### config.mk
export PLATFORM = sky130hd
export DESIGN_NAME = sha1_message_digest_unit
export DESIGN_NICKNAME = d
export VERILOG_FILES = /design/src/hdl/sha1md_pkg.sv /design/src/hdl/sha1md_dp.sv /design/src/hdl/sha1md_ctrl.sv /design/src/hdl/sha1_message_digest_unit.sv
export SDC_FILE = /design/constraint.sdc
export NUM_CORES = 2
export LEC_CHECK = 0
export BUFFER_PORTS_ARGS = -buffer_cell sky130_fd_sc_hd__buf_2
export CORE_MARGIN = 4
export CORE_UTILIZATION = 50
export CTS_CLUSTER_SIZE = 24
export DETAILED_ROUTE_END_ITERATION = 10
export PLACE_DENSITY = 0.65
export SLEW_MARGIN = 40
export SYNTH_ARGS = -nofsm -noshare
export SYNTH_HDL_FRONTEND = slang
export SYNTH_HIERARCHICAL = 1
export SYNTH_SLANG_ARGS = --single-unit
### constraint.sdc
create_clock -name clk_i -period 10.1 [get_ports clk_i]
set_input_delay 0.505 -clock clk_i [delete_from_list [all_inputs] [get_ports clk_i]]
set_output_delay 0.505 -clock clk_i [all_outputs]
set_load 0.01 [all_outputs]
### src/hdl/sha1md_pkg.sv
package sha1md_pkg;

  localparam int unsigned ROUNDS = 80;
  localparam int unsigned NUM_WORDS = 5;

  localparam logic [2:0] LAST_WORD = 3'(NUM_WORDS - 1);

  localparam logic [31:0] H_INIT [NUM_WORDS] = '{
    32'h67452301, 32'hEFCDAB89, 32'h98BADCFE, 32'h10325476, 32'hC3D2E1F0
  };

  localparam logic [31:0] K_CH  = 32'h5A827999;
  localparam logic [31:0] K_PA1 = 32'h6ED9EBA1;
  localparam logic [31:0] K_MAJ = 32'h8F1BBCDC;
  localparam logic [31:0] K_PA2 = 32'hCA62C1D6;

  localparam logic [7:0] PAD_BYTE = 8'h80;

  // round group: selects f and k
  typedef enum logic [1:0] {
    RG_CH,
    RG_PAR1,
    RG_MAJ,
    RG_PAR2
  } rgrp_e;

  typedef struct packed {
    logic       load_byte;
    logic       pad;
    logic       len_wr;
    logic       len_clr;
    logic       wv_load;
    logic       round_en;
    rgrp_e      grp;
    logic       fold;
    logic       reinit;
    logic [2:0] sel;
  } dp_cmd_t;

  typedef struct packed {
    logic pos_last;  // block position is 63
    logic pos_hi;    // block position is 56 or more
  } dp_sts_t;

endpackage

### src/hdl/sha1md_dp.sv
module sha1md_dp import sha1md_pkg::*; (
  input  logic        clk_i,
  input  logic        rst_ni,
  input  dp_cmd_t     cmd_i,
  input  logic [7:0]  data_byte_i,
  output dp_sts_t     sts_o,
  output logic [31:0] digest_word_o
);

  logic [31:0] blk_q [16];
  logic [31:0] h_q [NUM_WORDS];
  logic [31:0] wv_q [NUM_WORDS];
  logic [60:0] cnt_q;

  logic [3:0]  wi;
  logic [1:0]  lane;
  logic [4:0]  sh;
  logic [7:0]  wr_byte;
  logic [63:0] bits;
  logic [31:0] w_mix;
  logic [31:0] w_new;
  logic [31:0] f;
  logic [31:0] k;
  logic [31:0] temp;

  assign wi      = cnt_q[5:2];
  assign lane    = cnt_q[1:0];
  assign sh      = {~lane, 3'b000};
  assign wr_byte = cmd_i.load_byte ? data_byte_i : PAD_BYTE;
  assign bits    = {cnt_q, 3'b000};

  assign sts_o.pos_last = (cnt_q[5:0] == 6'h3F);
  assign sts_o.pos_hi   = (cnt_q[5:3] == 3'b111);

  // schedule window: blk_q[0] is the word used this round
  assign w_mix = blk_q[13] ^ blk_q[8] ^ blk_q[2] ^ blk_q[0];
  assign w_new = {w_mix[30:0], w_mix[31]};

  always_comb begin
    case (cmd_i.grp)
      RG_CH: begin
        f = (wv_q[1] & wv_q[2]) | (~wv_q[1] & wv_q[3]);
        k = K_CH;
      end
      RG_PAR1: begin
        f = wv_q[1] ^ wv_q[2] ^ wv_q[3];
        k = K_PA1;
      end
      RG_MAJ: begin
        f = (wv_q[1] & wv_q[2]) | (wv_q[1] & wv_q[3]) | (wv_q[2] & wv_q[3]);
        k = K_MAJ;
      end
      default: begin
        f = wv_q[1] ^ wv_q[2] ^ wv_q[3];
        k = K_PA2;
      end
    endcase
  end

  assign temp = {wv_q[0][26:0], wv_q[0][31:27]} + f + wv_q[4] + k + blk_q[0];

  always_ff @(posedge clk_i) begin
    if (cmd_i.load_byte || cmd_i.pad) begin
      for (int i = 0; i < 16; i++) begin
        if (4'(i) == wi) begin
          if (lane == 2'd0) begin
            blk_q[i] <= {wr_byte, 24'h000000};
          end else begin
            blk_q[i][sh +: 8] <= wr_byte;
          end
        end else if (cmd_i.pad && (4'(i) > wi)) begin
          blk_q[i] <= '0;
        end
      end
    end else if (cmd_i.len_wr) begin
      for (int i = 0; i < 14; i++) begin
        if (cmd_i.len_clr) begin
          blk_q[i] <= '0;
        end
      end
      blk_q[14] <= bits[63:32];
      blk_q[15] <= bits[31:0];
    end else if (cmd_i.round_en) begin
      for (int i = 0; i < 15; i++) begin
        blk_q[i] <= blk_q[i+1];
      end
      blk_q[15] <= w_new;
    end
  end

  always_ff @(posedge clk_i) begin
    if (cmd_i.wv_load) begin
      for (int i = 0; i < NUM_WORDS; i++) begin
        wv_q[i] <= h_q[i];
      end
    end else if (cmd_i.round_en) begin
      wv_q[4] <= wv_q[3];
      wv_q[3] <= wv_q[2];
      wv_q[2] <= {wv_q[1][1:0], wv_q[1][31:2]};
      wv_q[1] <= wv_q[0];
      wv_q[0] <= temp;
    end
  end

  always_ff @(posedge clk_i or negedge rst_ni) begin
    if (!rst_ni) begin
      cnt_q <= '0;
      for (int i = 0; i < NUM_WORDS; i++) begin
        h_q[i] <= H_INIT[i];
      end
    end else if (cmd_i.reinit) begin
      cnt_q <= '0;
      for (int i = 0; i < NUM_WORDS; i++) begin
        h_q[i] <= H_INIT[i];
      end
    end else begin
      if (cmd_i.load_byte) begin
        cnt_q <= cnt_q + 61'd1;
      end
      if (cmd_i.fold) begin
        for (int i = 0; i < NUM_WORDS; i++) begin
          h_q[i] <= h_q[i] + wv_q[i];
        end
      end
    end
  end

  always_comb begin
    case (cmd_i.sel)
      3'd0:    digest_word_o = h_q[0];
      3'd1:    digest_word_o = h_q[1];
      3'd2:    digest_word_o = h_q[2];
      3'd3:    digest_word_o = h_q[3];
      3'd4:    digest_word_o = h_q[4];
      default: digest_word_o = '0;
    endcase
  end

endmodule

### src/hdl/sha1md_ctrl.sv
module sha1md_ctrl import sha1md_pkg::*; (
  input  logic       clk_i,
  input  logic       rst_ni,
  input  logic       in_valid_i,
  input  logic       byte_present_i,
  input  logic       end_of_message_i,
  input  logic       out_ready_i,
  input  dp_sts_t    sts_i,
  output dp_cmd_t    cmd_o,
  output logic       in_ready_o,
  output logic       out_valid_o,
  output logic [2:0] word_index_o
);

  typedef enum logic [2:0] {
    S_IDLE,
    S_PAD,
    S_LEN,
    S_LOAD,
    S_ROUND,
    S_FOLD,
    S_OUT
  } state_e;

  // what follows the compression in flight
  typedef enum logic [1:0] {
    A_DATA,
    A_PAD1,
    A_FINAL
  } after_e;

  state_e     state_q;
  after_e     after_q;
  logic       end_q;
  logic       clr_q;
  logic [6:0] round_q;
  logic [2:0] idx_q;

  logic in_acc;
  logic out_acc;

  assign in_acc       = (state_q == S_IDLE) && in_valid_i;
  assign out_acc      = (state_q == S_OUT) && out_ready_i;
  assign in_ready_o   = (state_q == S_IDLE);
  assign out_valid_o  = (state_q == S_OUT);
  assign word_index_o = idx_q;

  always_comb begin
    cmd_o           = '0;
    cmd_o.load_byte = in_acc && byte_present_i;
    cmd_o.pad       = (state_q == S_PAD);
    cmd_o.len_wr    = (state_q == S_LEN);
    cmd_o.len_clr   = clr_q;
    cmd_o.wv_load   = (state_q == S_LOAD);
    cmd_o.round_en  = (state_q == S_ROUND);
    cmd_o.fold      = (state_q == S_FOLD);
    cmd_o.reinit    = out_acc && (idx_q == LAST_WORD);
    cmd_o.sel       = idx_q;
    if (round_q < 7'd20) begin
      cmd_o.grp = RG_CH;
    end else if (round_q < 7'd40) begin
      cmd_o.grp = RG_PAR1;
    end else if (round_q < 7'd60) begin
      cmd_o.grp = RG_MAJ;
    end else begin
      cmd_o.grp = RG_PAR2;
    end
  end

  always_ff @(posedge clk_i or negedge rst_ni) begin
    if (!rst_ni) begin
      state_q <= S_IDLE;
      after_q <= A_DATA;
      end_q   <= 1'b0;
      clr_q   <= 1'b0;
      round_q <= '0;
      idx_q   <= '0;
    end else begin
      unique case (state_q)
        S_IDLE: begin
          if (in_valid_i) begin
            end_q <= end_of_message_i;
            if (byte_present_i && sts_i.pos_last) begin
              after_q <= A_DATA;
              state_q <= S_LOAD;
            end else if (end_of_message_i) begin
              state_q <= S_PAD;
            end
          end
        end
        S_PAD: begin
          if (sts_i.pos_hi) begin
            clr_q   <= 1'b1;
            after_q <= A_PAD1;
            state_q <= S_LOAD;
          end else begin
            clr_q   <= 1'b0;
            state_q <= S_LEN;
          end
        end
        S_LEN: begin
          after_q <= A_FINAL;
          state_q <= S_LOAD;
        end
        S_LOAD: begin
          round_q <= '0;
          state_q <= S_ROUND;
        end
        S_ROUND: begin
          round_q <= round_q + 7'd1;
          if (round_q == 7'(ROUNDS - 1)) begin
            state_q <= S_FOLD;
          end
        end
        S_FOLD: begin
          unique case (after_q)
            A_DATA:  state_q <= end_q ? S_PAD : S_IDLE;
            A_PAD1:  state_q <= S_LEN;
            A_FINAL: begin
              idx_q   <= '0;
              state_q <= S_OUT;
            end
            default: state_q <= S_IDLE;
          endcase
        end
        S_OUT: begin
          if (out_ready_i) begin
            if (idx_q == LAST_WORD) begin
              idx_q   <= '0;
              state_q <= S_IDLE;
            end else begin
              idx_q <= idx_q + 3'd1;
            end
          end
        end
        default: state_q <= S_IDLE;
      endcase
    end
  end

endmodule

### src/hdl/sha1_message_digest_unit.sv
// SHA-1 digest engine, one message byte per input transaction.
// Input channel (in_valid_i / in_ready_o): data_byte_i is taken in when
// byte_present_i is set; end_of_message_i marks the last transaction of a
// message, which may carry no byte so that an empty message can be hashed.
// Output channel (out_valid_o / out_ready_i): five transactions per message,
// h0 first, word_index_o counting 0..4 and last_word_o set on h4.
// A byte that fills a 64-byte block keeps the input busy for one accept, one
// load, the 80 rounds of the single shared round unit and one fold into the
// chaining words. After the end transaction the tail runs one pad, one length
// write and one compression, or a second compression and tail block when
// the length does not fit, before the first digest word is shown.
// Input is held off while a block compresses and while the digest goes out;
// a stalled receiver holds the current word steady and the block just waits.
// After the fifth word the chaining words and byte count return to their
// initial values, ready for the next message. Reset does the same at once.
module sha1_message_digest_unit import sha1md_pkg::*; (
  input  logic        clk_i,
  input  logic        rst_ni,
  input  logic        in_valid_i,
  output logic        in_ready_o,
  input  logic [7:0]  data_byte_i,
  input  logic        byte_present_i,
  input  logic        end_of_message_i,
  output logic        out_valid_o,
  input  logic        out_ready_i,
  output logic [31:0] digest_word_o,
  output logic [2:0]  word_index_o,
  output logic        last_word_o
);

  dp_cmd_t cmd;
  dp_sts_t sts;

  sha1md_ctrl u_ctrl (
    .clk_i            (clk_i),
    .rst_ni           (rst_ni),
    .in_valid_i       (in_valid_i),
    .byte_present_i   (byte_present_i),
    .end_of_message_i (end_of_message_i),
    .out_ready_i      (out_ready_i),
    .sts_i            (sts),
    .cmd_o            (cmd),
    .in_ready_o       (in_ready_o),
    .out_valid_o      (out_valid_o),
    .word_index_o     (word_index_o)
  );

  sha1md_dp u_dp (
    .clk_i         (clk_i),
    .rst_ni        (rst_ni),
    .cmd_i         (cmd),
    .data_byte_i   (data_byte_i),
    .sts_o         (sts),
    .digest_word_o (digest_word_o)
  );

  assign last_word_o = (word_index_o == LAST_WORD);

endmodule
==> impl_metrics.toml <==
[worst_hold_path]
hold_path_class = "in -> reg"
hp-start = "end_of_message_i"
holdPathStages = 2
hold_end = "u_ctrl/end_q$_DFFE_PN0N_"

[global_route]
grt_pass1_vias = 43588
use_met2_pct = 50.2
grt_busiest_layer = "met2"
grt_antenna_before_repair = 0
grt_max_degree = 146
use_met3_pct = 4.12
use_met1_pct = 41.3
grt_first_pass_wirelength_um = 271000
grt.total_usage_pct = 31.1
overflow = 0

[floorplan]
core-area_mm2 = 0.107
die-area_mm2 = 0.114
die-width_um = 337
rows = 120
num_io_pins = 52
initial_core_util_pct = 50.4
dieHeight_um = 337

[clock_tree]
cts_made_buffers = 101
cts.sinks = 910
cts_max_path_buffers = 3
post_cts_resized = 0
insertion_delay_ns = 0.71
clockRootBuffer = "clkbuf_16"
cts.clk_slew.worst_paths_ns = 0.06
cts_tree = "built"
h-tree-depth = 3

[timing]
finalCritPeriodShare_pct = 77.1
rsz0062_at_grt = "false"
setup_viol = 0
min_period_ns = 7.78
hold_violations = 0
max-slew-margin-rel_pct = 34.5
fin_skew_ns = 0.0237
setup_tns_ns = 0
fmax_mhz = 129
drv_slew = 0
tightest_slew_ns = 0.980

[logic_synthesis]
syn_inst = 5957
syn-cell-area_mm2 = 0.0541
synth_edf_count = 416
ys_types = 102
ys_async_sr_fraction_pct = 26.2
ys_warn_count = 6
synth_seq_cells = 910
syn_area_per_cell_um2 = 9.09
ys.flop_type = "edfxtp_1"
synth-seq-area-share_pct = 43.7
synth_fp_nets = 6302

[critical_path]
r2r_cells = 25
timing.rr.end = "u_dp/wv_q[0][29]$_DFFE_PP_"
rrSetupSlack_ns = 2.32
crit_type = "reg -> reg"
cp_max_fo = 36
crit_path_end_kind = "register"
r2r-start = "u_ctrl/round_q[5]$_DFFE_PN0P_"
worstPathArrival_ns = 8.22
cp-start-kind = "register"
crit_required_ns = 10.54

[run]
drv_cap = 0

[detailed_routing]
ant_nets = 0
routedWlPerCell_um = 24.6
drtPass1Iterations = 8
drc = 0
viasPerCell = 6.28
drt_iter0_markers = 5390
wirelength_um = 180000
via_count = 45881

[place]
dp_hpwl_um = 129000
port_buffers = 51
place.gp.congestion = 0.961

[pwr]
p_clk_share_pct = 50.0
total_power_mw = 7.73
cellInternalPower_mw = 6.10
power_frac_seq_pct = 49.6
p_sw_mw = 1.63
p_comb_share_pct = 0.3
p_sw_share_pct = 21.0
ir_drop_uv = 137
leakage_nw = 24.7
power_density_mw_per_mm2 = 131

[outcome]
status = "completed"

[cells_and_area]
area_growth_pct = 9.10
fill_cells = 9657
drive_gt1_share_pct = 8.53
layout.nets = 6165
final_util_pct = 55.0
==> kinds of logic (layout without fill, tap and decap cells) <==
group | Yosys count | count (layout) | synth area share, %
AND/OR/NAND/NOR | 1839 | 1839 | 14.7
buffers and inverters | 582 | 532 | 4.12
XOR/XNOR | 302 | 302 | 4.89
multiplexers | 121 | 121 | 2.32
AO/OA/AOI/OAI | 1871 | 1871 | 20.8
flip-flops | 910 | 910 | 43.7
other | 0 | 1 | 0
adder cells (fa/ha/maj) | 332 | 332 | 9.40
==> layer usage <==
| metal | vias up | wire [µm] |
|---|---|---|
| met2 | 2094 | 82400 |
| met5 | - | 0 |
| met1 | 22434 | 73500 |
| met3 | 439 | 13800 |
| met4 | 0 | 10600 |
| li1 | 20914 | - |
==> cell type report <==
class                      count  area [µm²]  area share (%)
timing repair buffer         111         820            1.39
clock inverter                44         562           0.951
multi-input combinational   4465       28500            48.2
sequential                   910       23700            40.1
tap                         1403        1760            2.97
antenna                        1        2.50         0.00424
clock buffer                 146        2900            4.91
inverter                     231         870            1.47
==> metrics by stage <==
| stage | cell area [µm²] | std cells | setup WS, ns | hold WS [ns] |
|---|---|---|---|---|
| after CTS | 59000 | 7309 | 2.34 | 0.0185 |
| after global routing | 59100 | 7310 | 1.84 | 0.0408 |
| after global placement | 55400 | 7116 | 2.42 | 0.436 |
| final | 59100 | 7311 | 2.32 | 0.0526 |
| after floorplan | 54100 | 5957 | 3.49 | 0.209 |
| after detailed placement | 55500 | 7118 | 2.37 | 0.442 |
==> power by group through the flow <==
stage	sequential [mW]	clock, mW	combinational, mW
2_1_floorplan	3.91	0	0.000298
3_3_place_gp	3.91	0	0.0271
3_5_place_dp	3.91	0	0.0274
4_1_cts	3.83	3.91	0.0278
5_1_grt	3.83	4.06	0.0307
6_report	3.83	3.86	0.0265
==> flip-flops by register name (all words and copies together) (netlist names) <==
| signal | count |
|---|---|
| u_ctrl/state_q | 3 |
| u_dp/blk_q | 512 |
| u_dp/h_q | 160 |
| u_dp/wv_q | 160 |
| u_ctrl/after_q | 2 |
| u_dp/cnt_q | 61 |
| u_ctrl/clr_q | 1 |
| u_ctrl/round_q | 7 |
| u_ctrl/word_index_o | 3 |
| u_ctrl/end_q | 1 |
==> worst max-delay path, cell delays in order, from the launching register on <==
cell      delay, ns
dfrtp_1        0.41
inv_1          0.10
maj3_1         0.35
a221o_1        0.41
inv_1          0.10
ha_2           0.75
nor2_4         0.34
a22oi_1        0.23
o21ai_0        0.18
fa_1           0.57
inv_1          0.05
fa_1           0.51
fa_1           0.48
inv_1          0.07
ha_1           0.17
inv_1          0.06
fa_1           0.39
inv_1          0.07
a21oi_1        0.07
o21ai_1        0.25
a211oi_1       0.14
o31ai_2        0.55
a211oi_1       0.33
o31ai_1        0.48
nor3_1         0.10
or3b_1         0.35
==> placed cells by master, fill, tap and decap left out, types with 27 or more instances in the layout <==
master	instances
o21ai_0	683
a22oi_1	141
buf_2	51
a22o_1	27
nor2b_1	32
a211oi_1	61
a21o_1	102
a211o_1	29
edfxtp_1	416
o221ai_1	33
inv_1	228
dfstp_2	80
buf_4	44
o22ai_1	76
fa_1	125
or2_2	31
and3_1	41
xor2_1	122
a31oi_1	29
nor3_1	66
clkbuf_16	103
nor2_1	479
nand3_1	78
nand2_1	915
mux2_2	35
a221oi_1	37
and2_1	29
ha_1	205
dfrtp_1	155
a21oi_1	489
nand2b_1	33
xnor2_1	180
dfxtp_1	256
clkbuf_1	27
mux2i_1	86
==> cell usage after synthesis, types with 9 or more instances <==
library cell  count  area, µm²
dfxtp_1         256       5120
o21a_1           26        195
a31oi_1          29        181
xor2_1          122       1070
a211oi_1         64        480
o31ai_1          19        143
nand2b_1         34        213
fa_1            125       2500
edfxtp_1        416      12500
nand2_1         917       3440
or3_1            22        138
nor2_1          487       1830
inv_1           231        867
mux2_2           35        394
a211o_1          29        254
ha_1            206       2580
o21ai_0         683       3420
clkbuf_1        305       1140
o221ai_1         33        289
and2_1           30        188
nor2b_1          35        219
mux2i_1          86        861
dfstp_2          80       2100
o211ai_1         15        113
a22o_1           27        236
o21bai_1         20        150
o22ai_1          76        475
and3_1           42        263
xnor2_1         180       1580
a22oi_1         141       1060
nand4_1          24        150
nor4_1            9       56.3
a221oi_1         37        324
a21oi_1         492       2460
buf_1            32        120
nand3_1          79        395
nor3_1           72        360
a21o_1          102        766
dfrtp_1         158       3950
or2_2            32        200
==> worst max-delay path by stage <==
stage / start / end / slack, ns / cells after the start
after floorplan: u_ctrl/round_q[5]$_DFFE_PN0P_ / u_dp/wv_q[0][29]$_DFFE_PP_ / 3.49 / 27
after global placement: u_ctrl/round_q[5]$_DFFE_PN0P_ / u_dp/wv_q[0][29]$_DFFE_PP_ / 2.42 / 25
after detailed placement: u_ctrl/round_q[5]$_DFFE_PN0P_ / u_dp/wv_q[0][29]$_DFFE_PP_ / 2.37 / 25
after CTS: u_ctrl/round_q[5]$_DFFE_PN0P_ / u_dp/wv_q[0][29]$_DFFE_PP_ / 2.34 / 25
after global routing: u_ctrl/round_q[5]$_DFFE_PN0P_ / u_dp/wv_q[0][29]$_DFFE_PP_ / 1.84 / 25
final: u_ctrl/round_q[5]$_DFFE_PN0P_ / u_dp/wv_q[0][29]$_DFFE_PP_ / 2.32 / 25
==> repair_timing <==
| item | 4_1_cts | 5_1_grt |
|---|---|---|
| setup buffers | 0 | 0 |
| hold endpoints to repair | 37 | 0 |
| hold buffers | 1 | 0 |
Power figures use the tool's default switching activity.
